==> src/hdl/assert_macros.svh <==
// Assertion helpers shared by the RTL. Every check is sampled on the rising
// edge of clk and is switched off while rst_n is low.
`ifndef ASSERT_MACROS_SVH
`define ASSERT_MACROS_SVH

// A condition that must hold at every edge.
`define CHK_ALWAYS(lbl, expr, msg) \
  lbl: assert property (@(posedge clk) disable iff (!rst_n) (expr)) else $error(msg);

// When the cause holds, the effect must hold in the same cycle.
`define CHK_SAME(lbl, cause, effect, msg) \
  lbl: assert property (@(posedge clk) disable iff (!rst_n) (cause) |-> (effect)) \
    else $error(msg);

// When the cause holds, the effect must hold in the next cycle.
`define CHK_NEXT(lbl, cause, effect, msg) \
  lbl: assert property (@(posedge clk) disable iff (!rst_n) (cause) |=> (effect)) \
    else $error(msg);

`endif

==> src/hdl/jsme_pkg.sv <==
package jsme_pkg;

  // Input beat: one scan request or one received reply word.
  typedef struct packed {
    logic        mode;
    logic [3:0]  prolog_bits;
    logic [10:0] prolog_value;
    logic [5:0]  data_bits;
    logic [63:0] data_value;
    logic        capture;
  } in_t;

  // Output beat: one command byte or one corrected reply word.
  typedef struct packed {
    logic        result_kind;
    logic [7:0]  command_byte;
    logic [63:0] corrected_word;
    logic [3:0]  reply_bytes;
    logic        last;
    logic        too_long;
  } out_t;

  // Command opcode bits.
  localparam logic [7:0] OP_NEGW = 8'h01;
  localparam logic [7:0] OP_BITS = 8'h02;
  localparam logic [7:0] OP_LSBF = 8'h08;
  localparam logic [7:0] OP_TDI  = 8'h10;
  localparam logic [7:0] OP_TDO  = 8'h20;
  localparam logic [7:0] OP_TMS  = 8'h40;
  localparam logic [7:0] TMS_CMD = OP_TMS | OP_BITS | OP_NEGW | OP_LSBF;

  // Limits of a scan request.
  localparam logic [3:0] MAX_PROLOG_BITS = 4'd11;
  localparam logic [5:0] MAX_DATA_BITS   = 6'd57;

  localparam int PROG_LEN = 20;

  // Byte source of a microcode step.
  typedef enum logic [4:0] {
    SRC_NONE       = 5'd0,
    SRC_TMS_CMD    = 5'd1,
    SRC_PCNT_SHORT = 5'd2,
    SRC_PVAL_LO8   = 5'd3,
    SRC_SIX        = 5'd4,
    SRC_PVAL_LO7   = 5'd5,
    SRC_PCNT_LONG  = 5'd6,
    SRC_PVAL_HI    = 5'd7,
    SRC_WHOLE_CMD  = 5'd8,
    SRC_WHOLE_CNT  = 5'd9,
    SRC_ZERO       = 5'd10,
    SRC_DATA       = 5'd11,
    SRC_PART_CMD   = 5'd12,
    SRC_PART_CNT   = 5'd13,
    SRC_TAIL       = 5'd14,
    SRC_FINAL_CMD  = 5'd15,
    SRC_ONE        = 5'd16,
    SRC_FINAL_BYTE = 5'd17
  } src_t;

  // Jump condition of a microcode step.
  typedef enum logic [2:0] {
    J_NEVER   = 3'd0,
    J_ALWAYS  = 3'd1,
    J_LONG    = 3'd2,
    J_NOWHOLE = 3'd3,
    J_MORE    = 3'd4,
    J_NOPART  = 3'd5
  } jcond_t;

  // Condition under which the emitted byte closes the request.
  typedef enum logic [1:0] {
    L_NEVER  = 2'd0,
    L_NODATA = 2'd1,
    L_ALWAYS = 2'd2
  } lcond_t;

  typedef struct packed {
    src_t       src;
    jcond_t     jc;
    logic [4:0] target;
    lcond_t     lc;
  } ctrl_t;

  // Microcode program for one scan request.
  function automatic ctrl_t ctrl_rom(input logic [4:0] pc);
    ctrl_t w;
    w = '{src: SRC_NONE, jc: J_NEVER, target: 5'd0, lc: L_NEVER};
    case (pc)
      // TMS prolog, short form or split into two commands.
      5'd0:  w = '{src: SRC_TMS_CMD,    jc: J_LONG,    target: 5'd3,  lc: L_NEVER};
      5'd1:  w = '{src: SRC_PCNT_SHORT, jc: J_NEVER,   target: 5'd0,  lc: L_NEVER};
      5'd2:  w = '{src: SRC_PVAL_LO8,   jc: J_ALWAYS,  target: 5'd8,  lc: L_NODATA};
      5'd3:  w = '{src: SRC_SIX,        jc: J_NEVER,   target: 5'd0,  lc: L_NEVER};
      5'd4:  w = '{src: SRC_PVAL_LO7,   jc: J_NEVER,   target: 5'd0,  lc: L_NEVER};
      5'd5:  w = '{src: SRC_TMS_CMD,    jc: J_NEVER,   target: 5'd0,  lc: L_NEVER};
      5'd6:  w = '{src: SRC_PCNT_LONG,  jc: J_NEVER,   target: 5'd0,  lc: L_NEVER};
      5'd7:  w = '{src: SRC_PVAL_HI,    jc: J_NEVER,   target: 5'd0,  lc: L_NODATA};
      // Whole data bytes.
      5'd8:  w = '{src: SRC_NONE,       jc: J_NOWHOLE, target: 5'd13, lc: L_NEVER};
      5'd9:  w = '{src: SRC_WHOLE_CMD,  jc: J_NEVER,   target: 5'd0,  lc: L_NEVER};
      5'd10: w = '{src: SRC_WHOLE_CNT,  jc: J_NEVER,   target: 5'd0,  lc: L_NEVER};
      5'd11: w = '{src: SRC_ZERO,       jc: J_NEVER,   target: 5'd0,  lc: L_NEVER};
      5'd12: w = '{src: SRC_DATA,       jc: J_MORE,    target: 5'd12, lc: L_NEVER};
      // Partial data bits.
      5'd13: w = '{src: SRC_NONE,       jc: J_NOPART,  target: 5'd17, lc: L_NEVER};
      5'd14: w = '{src: SRC_PART_CMD,   jc: J_NEVER,   target: 5'd0,  lc: L_NEVER};
      5'd15: w = '{src: SRC_PART_CNT,   jc: J_NEVER,   target: 5'd0,  lc: L_NEVER};
      5'd16: w = '{src: SRC_TAIL,       jc: J_NEVER,   target: 5'd0,  lc: L_NEVER};
      // Final data bit with TMS high.
      5'd17: w = '{src: SRC_FINAL_CMD,  jc: J_NEVER,   target: 5'd0,  lc: L_NEVER};
      5'd18: w = '{src: SRC_ONE,        jc: J_NEVER,   target: 5'd0,  lc: L_NEVER};
      5'd19: w = '{src: SRC_FINAL_BYTE, jc: J_NEVER,   target: 5'd0,  lc: L_ALWAYS};
      default: w = '{src: SRC_NONE, jc: J_NEVER, target: 5'd0, lc: L_NEVER};
    endcase
    return w;
  endfunction

endpackage

==> src/hdl/jtag_scan_to_mpsse_encoder_top.sv <==
// Turns JTAG scan requests into MPSSE command bytes and realigns received
// reply words. A scan request is taken in one beat and then played out by a
// 20-step microcode program that emits one command byte per cycle as long as
// the output side keeps taking beats; its two pure branch steps emit no byte.
// A request yields at most 21 bytes, and no new beat is taken until it ends.
// A reply word in fix mode, an out-of-range request and an empty request are
// handled in the accepting cycle itself, and the next beat can be taken in the
// cycle after once any result beat has been taken by the output side.
// Capturing scans record the masks that a later fix-mode beat applies.
`include "assert_macros.svh"

module jtag_scan_to_mpsse_encoder_top import jsme_pkg::*; (
  input  logic clk,
  input  logic rst_n,
  input  logic in_valid,
  output logic in_ready,
  input  in_t  in_data,
  output logic out_valid,
  input  logic out_ready,
  output out_t out_data
);

  // Sequencer control.
  logic       busy_r, busy_nxt;
  logic [4:0] pc_r, pc_nxt;
  ctrl_t      ctrl;
  logic       step_go, jump_now, last_now;
  logic [7:0] byte_now;

  // Latched request.
  logic [3:0]  pbits_r;
  logic [14:0] pval_r;
  logic        has_data_r;
  logic [2:0]  whole_r, part_r, cnt_r;
  logic        cap_r, final_bit_r;
  logic [63:0] t_r;
  logic [3:0]  reply_r;

  // Capture masks.
  logic [2:0]  pbc_r;
  logic [63:0] tbm_r, pbm_r, top_r;

  // Output register.
  logic out_valid_r;
  out_t out_data_r;
  logic out_free;

  // Accept-time decode.
  logic        accept, too_long, empty;
  logic        in_has_data;
  logic [5:0]  dm1;
  logic [2:0]  in_whole, in_part;
  logic [3:0]  wbc;
  logic [3:0]  pbits_ext;
  logic [14:0] pval_ext;
  logic [63:0] dval_m;
  logic [10:0] pval_m;

  // Fix-mode datapath.
  logic [63:0] fw_in, fw_hb, fw_mid, fw_out;
  logic        fw_fhb;
  logic [3:0]  fw_sh;

  assign out_free  = !out_valid_r || out_ready;
  assign in_ready  = !busy_r && out_free;
  assign accept    = in_valid && in_ready;
  assign out_valid = out_valid_r;
  assign out_data  = out_data_r;

  // Decode of the incoming request.
  always_comb begin
    too_long    = (in_data.prolog_bits > MAX_PROLOG_BITS) || (in_data.data_bits > MAX_DATA_BITS);
    in_has_data = in_data.data_bits != 6'd0;
    empty       = (in_data.prolog_bits == 4'd0) && !in_has_data;
    dm1         = in_data.data_bits - 6'd1;
    in_whole    = dm1[5:3];
    in_part     = dm1[2:0];
    wbc         = {1'b0, in_whole} + {3'b0, (in_part != 3'd0)};
    pval_m      = in_data.prolog_value & ~(~11'd0 << in_data.prolog_bits);
    dval_m      = in_data.data_value & ~(~64'd0 << in_data.data_bits);
    pbits_ext   = in_data.prolog_bits + (in_has_data ? 4'd3 : 4'd0);
    pval_ext    = {4'b0, pval_m} | (in_has_data ? (15'd1 << in_data.prolog_bits) : 15'd0);
  end

  // Realignment of a received word with the stored masks.
  always_comb begin
    fw_in  = in_data.data_value;
    fw_fhb = (fw_in & tbm_r) != 64'd0;
    fw_sh  = 4'd8 - {1'b0, pbc_r};
    fw_hb  = pbm_r & ((fw_in & pbm_r) >> fw_sh);
    fw_mid = (pbc_r != 3'd0) ? ((fw_in & ~pbm_r) | fw_hb) : fw_in;
    fw_out = fw_mid & (top_r - 64'd1);
    if (fw_fhb) begin
      fw_out = fw_out | top_r;
    end
  end

  // Current microcode step and the byte it selects.
  always_comb begin
    ctrl = ctrl_rom(pc_r);
    case (ctrl.src)
      SRC_TMS_CMD:    byte_now = TMS_CMD;
      SRC_PCNT_SHORT: byte_now = {4'b0, pbits_r - 4'd1};
      SRC_PVAL_LO8:   byte_now = pval_r[7:0];
      SRC_SIX:        byte_now = 8'd6;
      SRC_PVAL_LO7:   byte_now = {1'b0, pval_r[6:0]};
      SRC_PCNT_LONG:  byte_now = {4'b0, pbits_r - 4'd8};
      SRC_PVAL_HI:    byte_now = pval_r[14:7];
      SRC_WHOLE_CMD:  byte_now = OP_TDI | OP_NEGW | OP_LSBF | (cap_r ? OP_TDO : 8'd0);
      SRC_WHOLE_CNT:  byte_now = {5'b0, whole_r - 3'd1};
      SRC_ZERO:       byte_now = 8'd0;
      SRC_DATA:       byte_now = t_r[7:0];
      SRC_PART_CMD:   byte_now = OP_TDI | OP_BITS | OP_NEGW | OP_LSBF | (cap_r ? OP_TDO : 8'd0);
      SRC_PART_CNT:   byte_now = {5'b0, part_r - 3'd1};
      SRC_TAIL:       byte_now = t_r[7:0];
      SRC_FINAL_CMD:  byte_now = TMS_CMD | (cap_r ? OP_TDO : 8'd0);
      SRC_ONE:        byte_now = 8'd1;
      SRC_FINAL_BYTE: byte_now = {final_bit_r, 7'b0} | 8'h03;
      default:        byte_now = 8'd0;
    endcase

    case (ctrl.jc)
      J_ALWAYS:  jump_now = 1'b1;
      J_LONG:    jump_now = pbits_r >= 4'd8;
      J_NOWHOLE: jump_now = whole_r == 3'd0;
      J_MORE:    jump_now = cnt_r != 3'd1;
      J_NOPART:  jump_now = part_r == 3'd0;
      default:   jump_now = 1'b0;
    endcase

    case (ctrl.lc)
      L_NODATA: last_now = !has_data_r;
      L_ALWAYS: last_now = 1'b1;
      default:  last_now = 1'b0;
    endcase

    step_go = busy_r && ((ctrl.src == SRC_NONE) || out_free);
  end

  // Sequencer next state.
  always_comb begin
    busy_nxt = busy_r;
    pc_nxt   = pc_r;
    if (accept) begin
      busy_nxt = !in_data.mode && !too_long && !empty;
      pc_nxt   = 5'd0;
    end else if (step_go) begin
      if ((ctrl.src != SRC_NONE) && last_now) begin
        busy_nxt = 1'b0;
      end
      pc_nxt = jump_now ? ctrl.target : pc_r + 5'd1;
    end
  end

  always_ff @(posedge clk) begin
    if (!rst_n) begin
      busy_r <= 1'b0;
      pc_r   <= 5'd0;
    end else begin
      busy_r <= busy_nxt;
      pc_r   <= pc_nxt;
    end
  end

  // Request latch and data shifter.
  always_ff @(posedge clk) begin
    if (accept) begin
      pbits_r     <= pbits_ext;
      pval_r      <= pval_ext;
      has_data_r  <= in_has_data;
      whole_r     <= in_whole;
      part_r      <= in_part;
      cnt_r       <= in_whole;
      cap_r       <= in_data.capture;
      final_bit_r <= in_data.data_value[dm1];
      t_r         <= dval_m;
      reply_r     <= (in_data.capture && in_has_data) ? wbc + 4'd1 : 4'd0;
    end else if (step_go && (ctrl.src == SRC_DATA)) begin
      t_r   <= {8'd0, t_r[63:8]};
      cnt_r <= cnt_r - 3'd1;
    end
  end

  // Capture masks, updated only by a capturing scan that carries data.
  always_ff @(posedge clk) begin
    if (!rst_n) begin
      pbc_r <= 3'd0;
      tbm_r <= 64'd0;
      pbm_r <= 64'd0;
      top_r <= 64'd0;
    end else if (accept && !in_data.mode && !too_long && in_has_data && in_data.capture) begin
      pbc_r <= in_part;
      pbm_r <= (in_part != 3'd0) ? (64'hff << {in_whole, 3'b0}) : 64'd0;
      tbm_r <= 64'h40 << {wbc, 3'b0};
      top_r <= 64'd1 << dm1;
    end
  end

  // Output register: fix-mode and rejected beats load at acceptance,
  // command bytes load as the sequencer emits them.
  always_ff @(posedge clk) begin
    if (!rst_n) begin
      out_valid_r <= 1'b0;
    end else if (accept && (in_data.mode || too_long)) begin
      out_valid_r <= 1'b1;
    end else if (step_go && (ctrl.src != SRC_NONE)) begin
      out_valid_r <= 1'b1;
    end else if (out_ready) begin
      out_valid_r <= 1'b0;
    end
  end

  always_ff @(posedge clk) begin
    if (accept && in_data.mode) begin
      out_data_r <= '{result_kind: 1'b1, command_byte: 8'd0, corrected_word: fw_out,
                      reply_bytes: 4'd0, last: 1'b1, too_long: 1'b0};
    end else if (accept && too_long) begin
      out_data_r <= '{result_kind: 1'b0, command_byte: 8'd0, corrected_word: 64'd0,
                      reply_bytes: 4'd0, last: 1'b1, too_long: 1'b1};
    end else if (step_go && (ctrl.src != SRC_NONE)) begin
      out_data_r <= '{result_kind: 1'b0, command_byte: byte_now, corrected_word: 64'd0,
                      reply_bytes: last_now ? reply_r : 4'd0, last: last_now,
                      too_long: 1'b0};
    end
  end

  // Checks on the sequencer.
  `CHK_SAME(a_no_accept_busy, busy_r, !in_ready, "beat accepted while a scan is running")
  `CHK_ALWAYS(a_pc_range, !busy_r || (pc_r < 5'(PROG_LEN)), "step counter outside the program")
  `CHK_NEXT(a_last_ends, step_go && (ctrl.src != SRC_NONE) && last_now, !busy_r,
    "sequencer still running after the closing byte")
  `CHK_SAME(a_byte_count, busy_r && (ctrl.src == SRC_DATA), cnt_r != 3'd0,
    "data byte emitted with no bytes left")

endmodule
==> config.mk <==
export PLATFORM = sky130hd
export DESIGN_NAME = jtag_scan_to_mpsse_encoder_top
export DESIGN_NICKNAME = d
export VERILOG_FILES = /design/src/hdl/jsme_pkg.sv /design/src/hdl/jtag_scan_to_mpsse_encoder_top.sv
export VERILOG_INCLUDE_DIRS = /design/src /design/src/hdl
export SDC_FILE = /design/constraint.sdc
export NUM_CORES = 1
export LEC_CHECK = 0
export ABC_AREA = 1
export BUFFER_PORTS_ARGS = -buffer_cell sky130_fd_sc_hd__buf_2
export CORE_MARGIN = 2
export CORE_UTILIZATION = 48
export DETAILED_ROUTE_END_ITERATION = 16
export PLACE_DENSITY = 0.63
export SLEW_MARGIN = 10
export SYNTH_ARGS = -nofsm -noshare
export SYNTH_HDL_FRONTEND = slang
export SYNTH_SLANG_ARGS = --single-unit
==> constraint.sdc <==
create_clock -name clk -period 6.6 [get_ports clk]
set_input_delay 1.32 -clock clk [delete_from_list [all_inputs] [get_ports clk]]
set_output_delay 1.32 -clock clk [all_outputs]
set_load 0.02 [all_outputs]
# == After elaboration in Yosys (flattened, before gate mapping) ==
# Memory sizes are Yosys's and may differ from the RTL's. A register that Yosys moved wholly into a read port is not among the register bits.
# Cells that the tools add are included.
# totals
ff_bits,380
rom_bits,480
input_bits,91
output_inout_bits,81
mem_count,1
# mem_list
name,depth,word_bits,rd,rd_clocked_by_memory_dff,write_ports,line,source
(no name shown),32,15,1,1,0,jsme_pkg.sv:88,case (pc)
# classes
addsub,12
order_cmp,4
eq_ne,24
n_shift,7
n_mux,28
n_bitwise,14
reduce_logical,47
# op_table
op,count
AND 64 bit,6
2-to-1 mux 64 bit,5
2-to-1 mux 79 bit,2
inverter 64 bit,2
bitwise OR 64 bit,2
case mux 8 bit (15 select lines),1
2-to-1 mux 70 bit,1
nonzero test 64 bit,1
"<< shifter 1 x 6 -> 64 bit, first input constant",1
"<< shifter 64 x 6 -> 64 bit, first input constant",1
"<< shifter 7 x 7 -> 64 bit, first input constant",1
"<< shifter 8 x 6 -> 64 bit, first input constant",1
>> shifter 64 x 4 -> 64 bit,1
"subtractor 64 x 1 -> 64 bit, second input constant",1
"== test 5 x 4 -> 1 bit, second input constant",7
"== test 5 x 3 -> 1 bit, second input constant",4
logical AND 1 bit,17
2-to-1 mux 15 bit,1
2-to-1 mux 5 bit,3
bitwise OR 11 x 15 -> 15 bit,1
"<< shifter 1 x 4 -> 15 bit, first input constant",1
nonzero test 3 bit,4
AND 11 bit,1
inverter 11 bit,1
other kinds (42),70

# == Depth between registers and ports, before layout ==
# logic_depth
word_depth,9
mapped_depth,17
mapped_depth_nobuf,17

# == Least setup slack after synthesis ==
# No wires, ideal clock.
# synth_timing
path_type,input port to flip-flop
from,in out_ready
to,reg cnt_r[0] (enable)
arrival_time_ns,3.963
slack_ns,2.211
path_stages,9
n_path_buf,3
path_cell_list,inv_1 > nand2_1 > inv_1 > nor2_1 > nand2_1 > clkbuf_1 > clkbuf_1 > buf_1 > nand2_1
# synth_between
elab_cells_between_ends,7
classes_between,reduce/logical: 7
# synth_rtl
element,line,source
"start, declared",jtag_scan_to_mpsse_encoder_top.sv:19,"input logic out_ready,"
logical OR 1 bit,jtag_scan_to_mpsse_encoder_top.sv:64,assign out_free = !out_valid_r || out_ready;
logical AND 1 bit,jtag_scan_to_mpsse_encoder_top.sv:65,assign in_ready = !busy_r && out_free;
via in_ready,jtag_scan_to_mpsse_encoder_top.sv:16,"output logic in_ready,"
logical AND 1 bit,jtag_scan_to_mpsse_encoder_top.sv:66,assign accept = in_valid && in_ready;
nonzero test 2 bit (no line),n/a,
"end signal, assigned",jtag_scan_to_mpsse_encoder_top.sv:173,cnt_r <= in_whole;
"end signal, assigned",jtag_scan_to_mpsse_encoder_top.sv:180,cnt_r <= cnt_r - 3'd1;
"end, declared",jtag_scan_to_mpsse_encoder_top.sv:34,"logic [2:0] whole_r, part_r, cnt_r;"
# The timed path passes the listed nets, and every way through them passes these cells.
# A chain may end at the register's enable or synchronous reset.

# == Worst setup path in the final report ==
# layout_timing
from,in in_data[65] (netlist bit)
to,reg top_r[32]
# layout_between
elab_cells_between_ends,9
classes_between,add/sub: 1; order compare: 1; shift: 1; reduce/logical: 6
# layout_rtl
element,line,source
"start, declared",jtag_scan_to_mpsse_encoder_top.sv:17,"input in_t in_data,"
nonzero test 6 bit,jtag_scan_to_mpsse_encoder_top.sv:73,in_has_data = in_data.data_bits != 6'd0;
via in_has_data,jtag_scan_to_mpsse_encoder_top.sv:50,logic in_has_data;
logical AND 1 bit (2 in series),jtag_scan_to_mpsse_encoder_top.sv:191,end else if (accept && !in_data.mode && !too_long && in_has_data && in_data.capture) begin
"end signal, assigned",jtag_scan_to_mpsse_encoder_top.sv:195,top_r <= 64'd1 << dm1;
"end, declared",jtag_scan_to_mpsse_encoder_top.sv:41,"logic [63:0] tbm_r, pbm_r, top_r;"
# The timed path passes the listed nets, and every way through them passes these cells.

==> reports/qor.csv <==
metric;value;unit
clk_lat worst skew;550;ps
I/O pin count;172;
leading cell types in the layout, fill and taps excluded;nand2_1, o21ai_0, nor2_1;
Int Power;3.55;mW
Post-Syn Nets;2915;
remaining antenna violation count;0;
row count;73;
WHS Path Cells;2;
Tot GR Track Use;0.392;
CP Data Arrival Time;4860;ps
Setup TNS;0;ps
Clk pwr share;0.359;
CTS tree;done;
worst setup margin;2220;ps
Synth async-reset ratio;0;
Die Area;0.0416;sq mm
Initial Util;0.485;
commonest non-fill, non-tap cell in the layout;nand2_1;
combinational share of power;0.255;
first-pass GRT wire length;120;mm
Final Non-Filler Cells;3416;
largest net degree at the start of global routing;89;
CP Launch Type;input pin;
Worst Hold Class;reg2reg;
Hold-fix buffers, CTS;0;
cell count after synthesis;2787;
Tot Pwr;5.43;mW
Final Max Tran Viols;0;
clock root buffer;clkbuf_16;
sequential fraction of the synthesis area;0.378;
share of layout cells above drive strength 1;0.115;
Crit. Startpoint;in_data[65];
Max Cap Viol;0;
CP Data Required Time;7070;ps
switching share of power;0.346;
vias;20600;
die height;204;microns
Ys Warns;0;
RSZ-0062 raised after global routing;false;
placed instance count;3353;
Peak VDD IR;0.000190;V
detailed placement HPWL;61.8;mm
Distinct cells, synth;57;
endpoints failing setup;0;
Worst path max stage delay;780;ps
initial drt markers;3110;
Pre-Repair DR Iteration Count;6;
Leak;9.25;nW
clock transition at the registers of the reported paths;60;ps
syn avg cell area;6.89;sq um
Critical Path Most Common Cell;inv_2;
FF-to-FF path depth;13;
final wirelength;83.0;mm
min cycle time layout;4380;ps
setup bufs post-CTS;0;
flops & latches, synth;282;
Post-Syn Area;0.0192;sq mm
global placement routability congestion;1.03;
hold_sp;out_data[0];
# nets final;2992;
number of H-tree levels;2;
grt ovf;0;
CP Class;in2reg;
wire per inst;24.3;microns
fmax;228;MHz
commonest register cell after synthesis;edfxtp_1;
NetSw;1.88;mW
Tcrit/Tclk final;0.664;
DR vias/cell;6.02;
critical path cell sequence;buf_2 > inv_2 > ha_1 > nand2_1 > nor2_4 > inv_2 > nand2_2 > inv_1 > nand2_4 > inv_2 > nand4_1 > a21oi_1;
slowest CP cell;inv_2;
Clock Sinks;282;
Final Skew;23.1;ps
cts repair resizes;0;
run status;complete, no violations;
RR Startpoint;pbc_r[0];
Clock Path Buffers;3;
DRC violations left;0;
final hold vios;0;
Post-synth EDFFs;162;
P&R area growth vs syn;11.4;%
Flop pwr share;0.386;
initial antenna violation count;5;
FILL cells;4036;
Power Density;254;mW/mm^2
Slew headroom;0.354;
vias in the first global route;18500;
crit path max fanout;65;
Setup crit end kind;flop;
Setup Slack @ Placement;1800;ps
PortBufs;171;
Worst-Margin Slew;967;ps
CTS buffer count;34;
chip width;204;microns
core area;0.0396;sq mm
## power groups by stage
stage                     combinational (mW)  sequential [mW]  clock [mW]
final                                   1.39             2.10        1.95
after global routing                    1.48             2.11        2.03
after CTS                               1.34             2.09        1.96
after detailed placement                1.34             2.13           0
after global placement                  1.33             2.13           0
after floorplan                        0.807             2.17           0
## final cells by class
class | count | area (sq um) | area share
Timing Repair Buffer | 188 | 983 | 0.0460
Multi-Input combinational cell | 2109 | 10400 | 0.486
Clock buffer | 43 | 1000 | 0.0467
Sequential cell | 282 | 7270 | 0.340
Tap cell | 525 | 657 | 0.0307
Inverter | 249 | 937 | 0.0438
Antenna cell | 2 | 5.00 | 0.000234
Clock inverter | 18 | 154 | 0.00719
## state kept, by name, indices dropped and copies added (netlist names), 3 cells and up
register / count
pbits_r: 4
pbc_r: 3
t_r: 63
whole_r: 3
pval_r: 15
part_r: 3
top_r: 64
cnt_r: 3
pbm_r: 8
ctrl: 15
pc_r: 5
out_data: 79
reply_r: 4
tbm_r: 8
## worst paths after layout
path                   to  slack, ps
min reg2reg   out_data[0]        470
min           out_data[0]        470
max reg2reg  out_data[47]       2630
max             top_r[32]       2220
## metal layers
| metal | vias to the layer above | routed length, microns | GRT usage |
|---|---|---|---|
| met1 | 9613 | 35600 | 0.582 |
| met2 | 1271 | 33100 | 0.543 |
| met5 | - | 43 | 0 |
| li1 | 9509 | - | - |
| met3 | 178 | 10500 | 0.0864 |
| met4 | 8 | 3780 | 0.165 |
## critical path: cells and delay by family
kind | cells | cell delay, ps
AOI/OAI and AO/OA | 1 | 180
and+or+nand+nor | 5 | 910
adders and majority gates | 1 | 390
buffers and inverters | 5 | 1980
## cells in the mapped netlist (2+ instances only)
cell | number | area [sq um]
a211oi_1 | 20 | 150
a211oi_2 | 5 | 62.6
a21oi_1 | 220 | 1100
a221oi_1 | 6 | 52.6
a22o_1 | 3 | 26.3
a22oi_1 | 3 | 22.5
a31oi_1 | 7 | 43.8
buf_1 | 12 | 45.0
buf_2 | 36 | 180
buf_4 | 8 | 60.1
buf_6 | 3 | 33.8
clkbuf_1 | 88 | 330
clkinv_1 | 3 | 11.3
dfxtp_1 | 120 | 2400
edfxtp_1 | 162 | 4860
ha_1 | 36 | 450
inv_1 | 224 | 841
inv_2 | 21 | 78.8
mux2i_1 | 13 | 130
nand2_1 | 796 | 2990
nand2_2 | 6 | 37.5
nand3_1 | 228 | 1140
nand3b_1 | 4 | 30.0
nand4_1 | 26 | 163
nor2_1 | 237 | 890
nor2_2 | 9 | 56.3
nor2_4 | 6 | 67.6
nor3_1 | 34 | 170
nor3_2 | 6 | 60.1
nor4_1 | 7 | 43.8
o2111ai_1 | 2 | 17.5
o211ai_1 | 46 | 345
o21ai_0 | 266 | 1330
o21ai_1 | 7 | 35.0
o22ai_1 | 15 | 93.8
o31ai_1 | 14 | 105
o32ai_1 | 3 | 26.3
or2_2 | 19 | 119
xnor2_1 | 20 | 175
xor2_1 | 29 | 254
## stage by stage
step | area, sq um | utilization | hold slack, ps
after global placement | 20200 | 0.510 | 460
after CTS | 21400 | 0.539 | 472
after floorplan | 19200 | - | 439
final | 21400 | 0.540 | 471
after detailed placement | 20200 | 0.510 | 461
after global routing | 21400 | 0.539 | 493
## kinds of logic after synthesis
logic type	synth area share
flops	0.378
simple gates	0.302
xor+xnor	0.0232
fa+ha+maj	0.0245
mux	0.00677
buf+inv	0.0826
compound gates	0.183
Power figures use the tool's default switching activity.
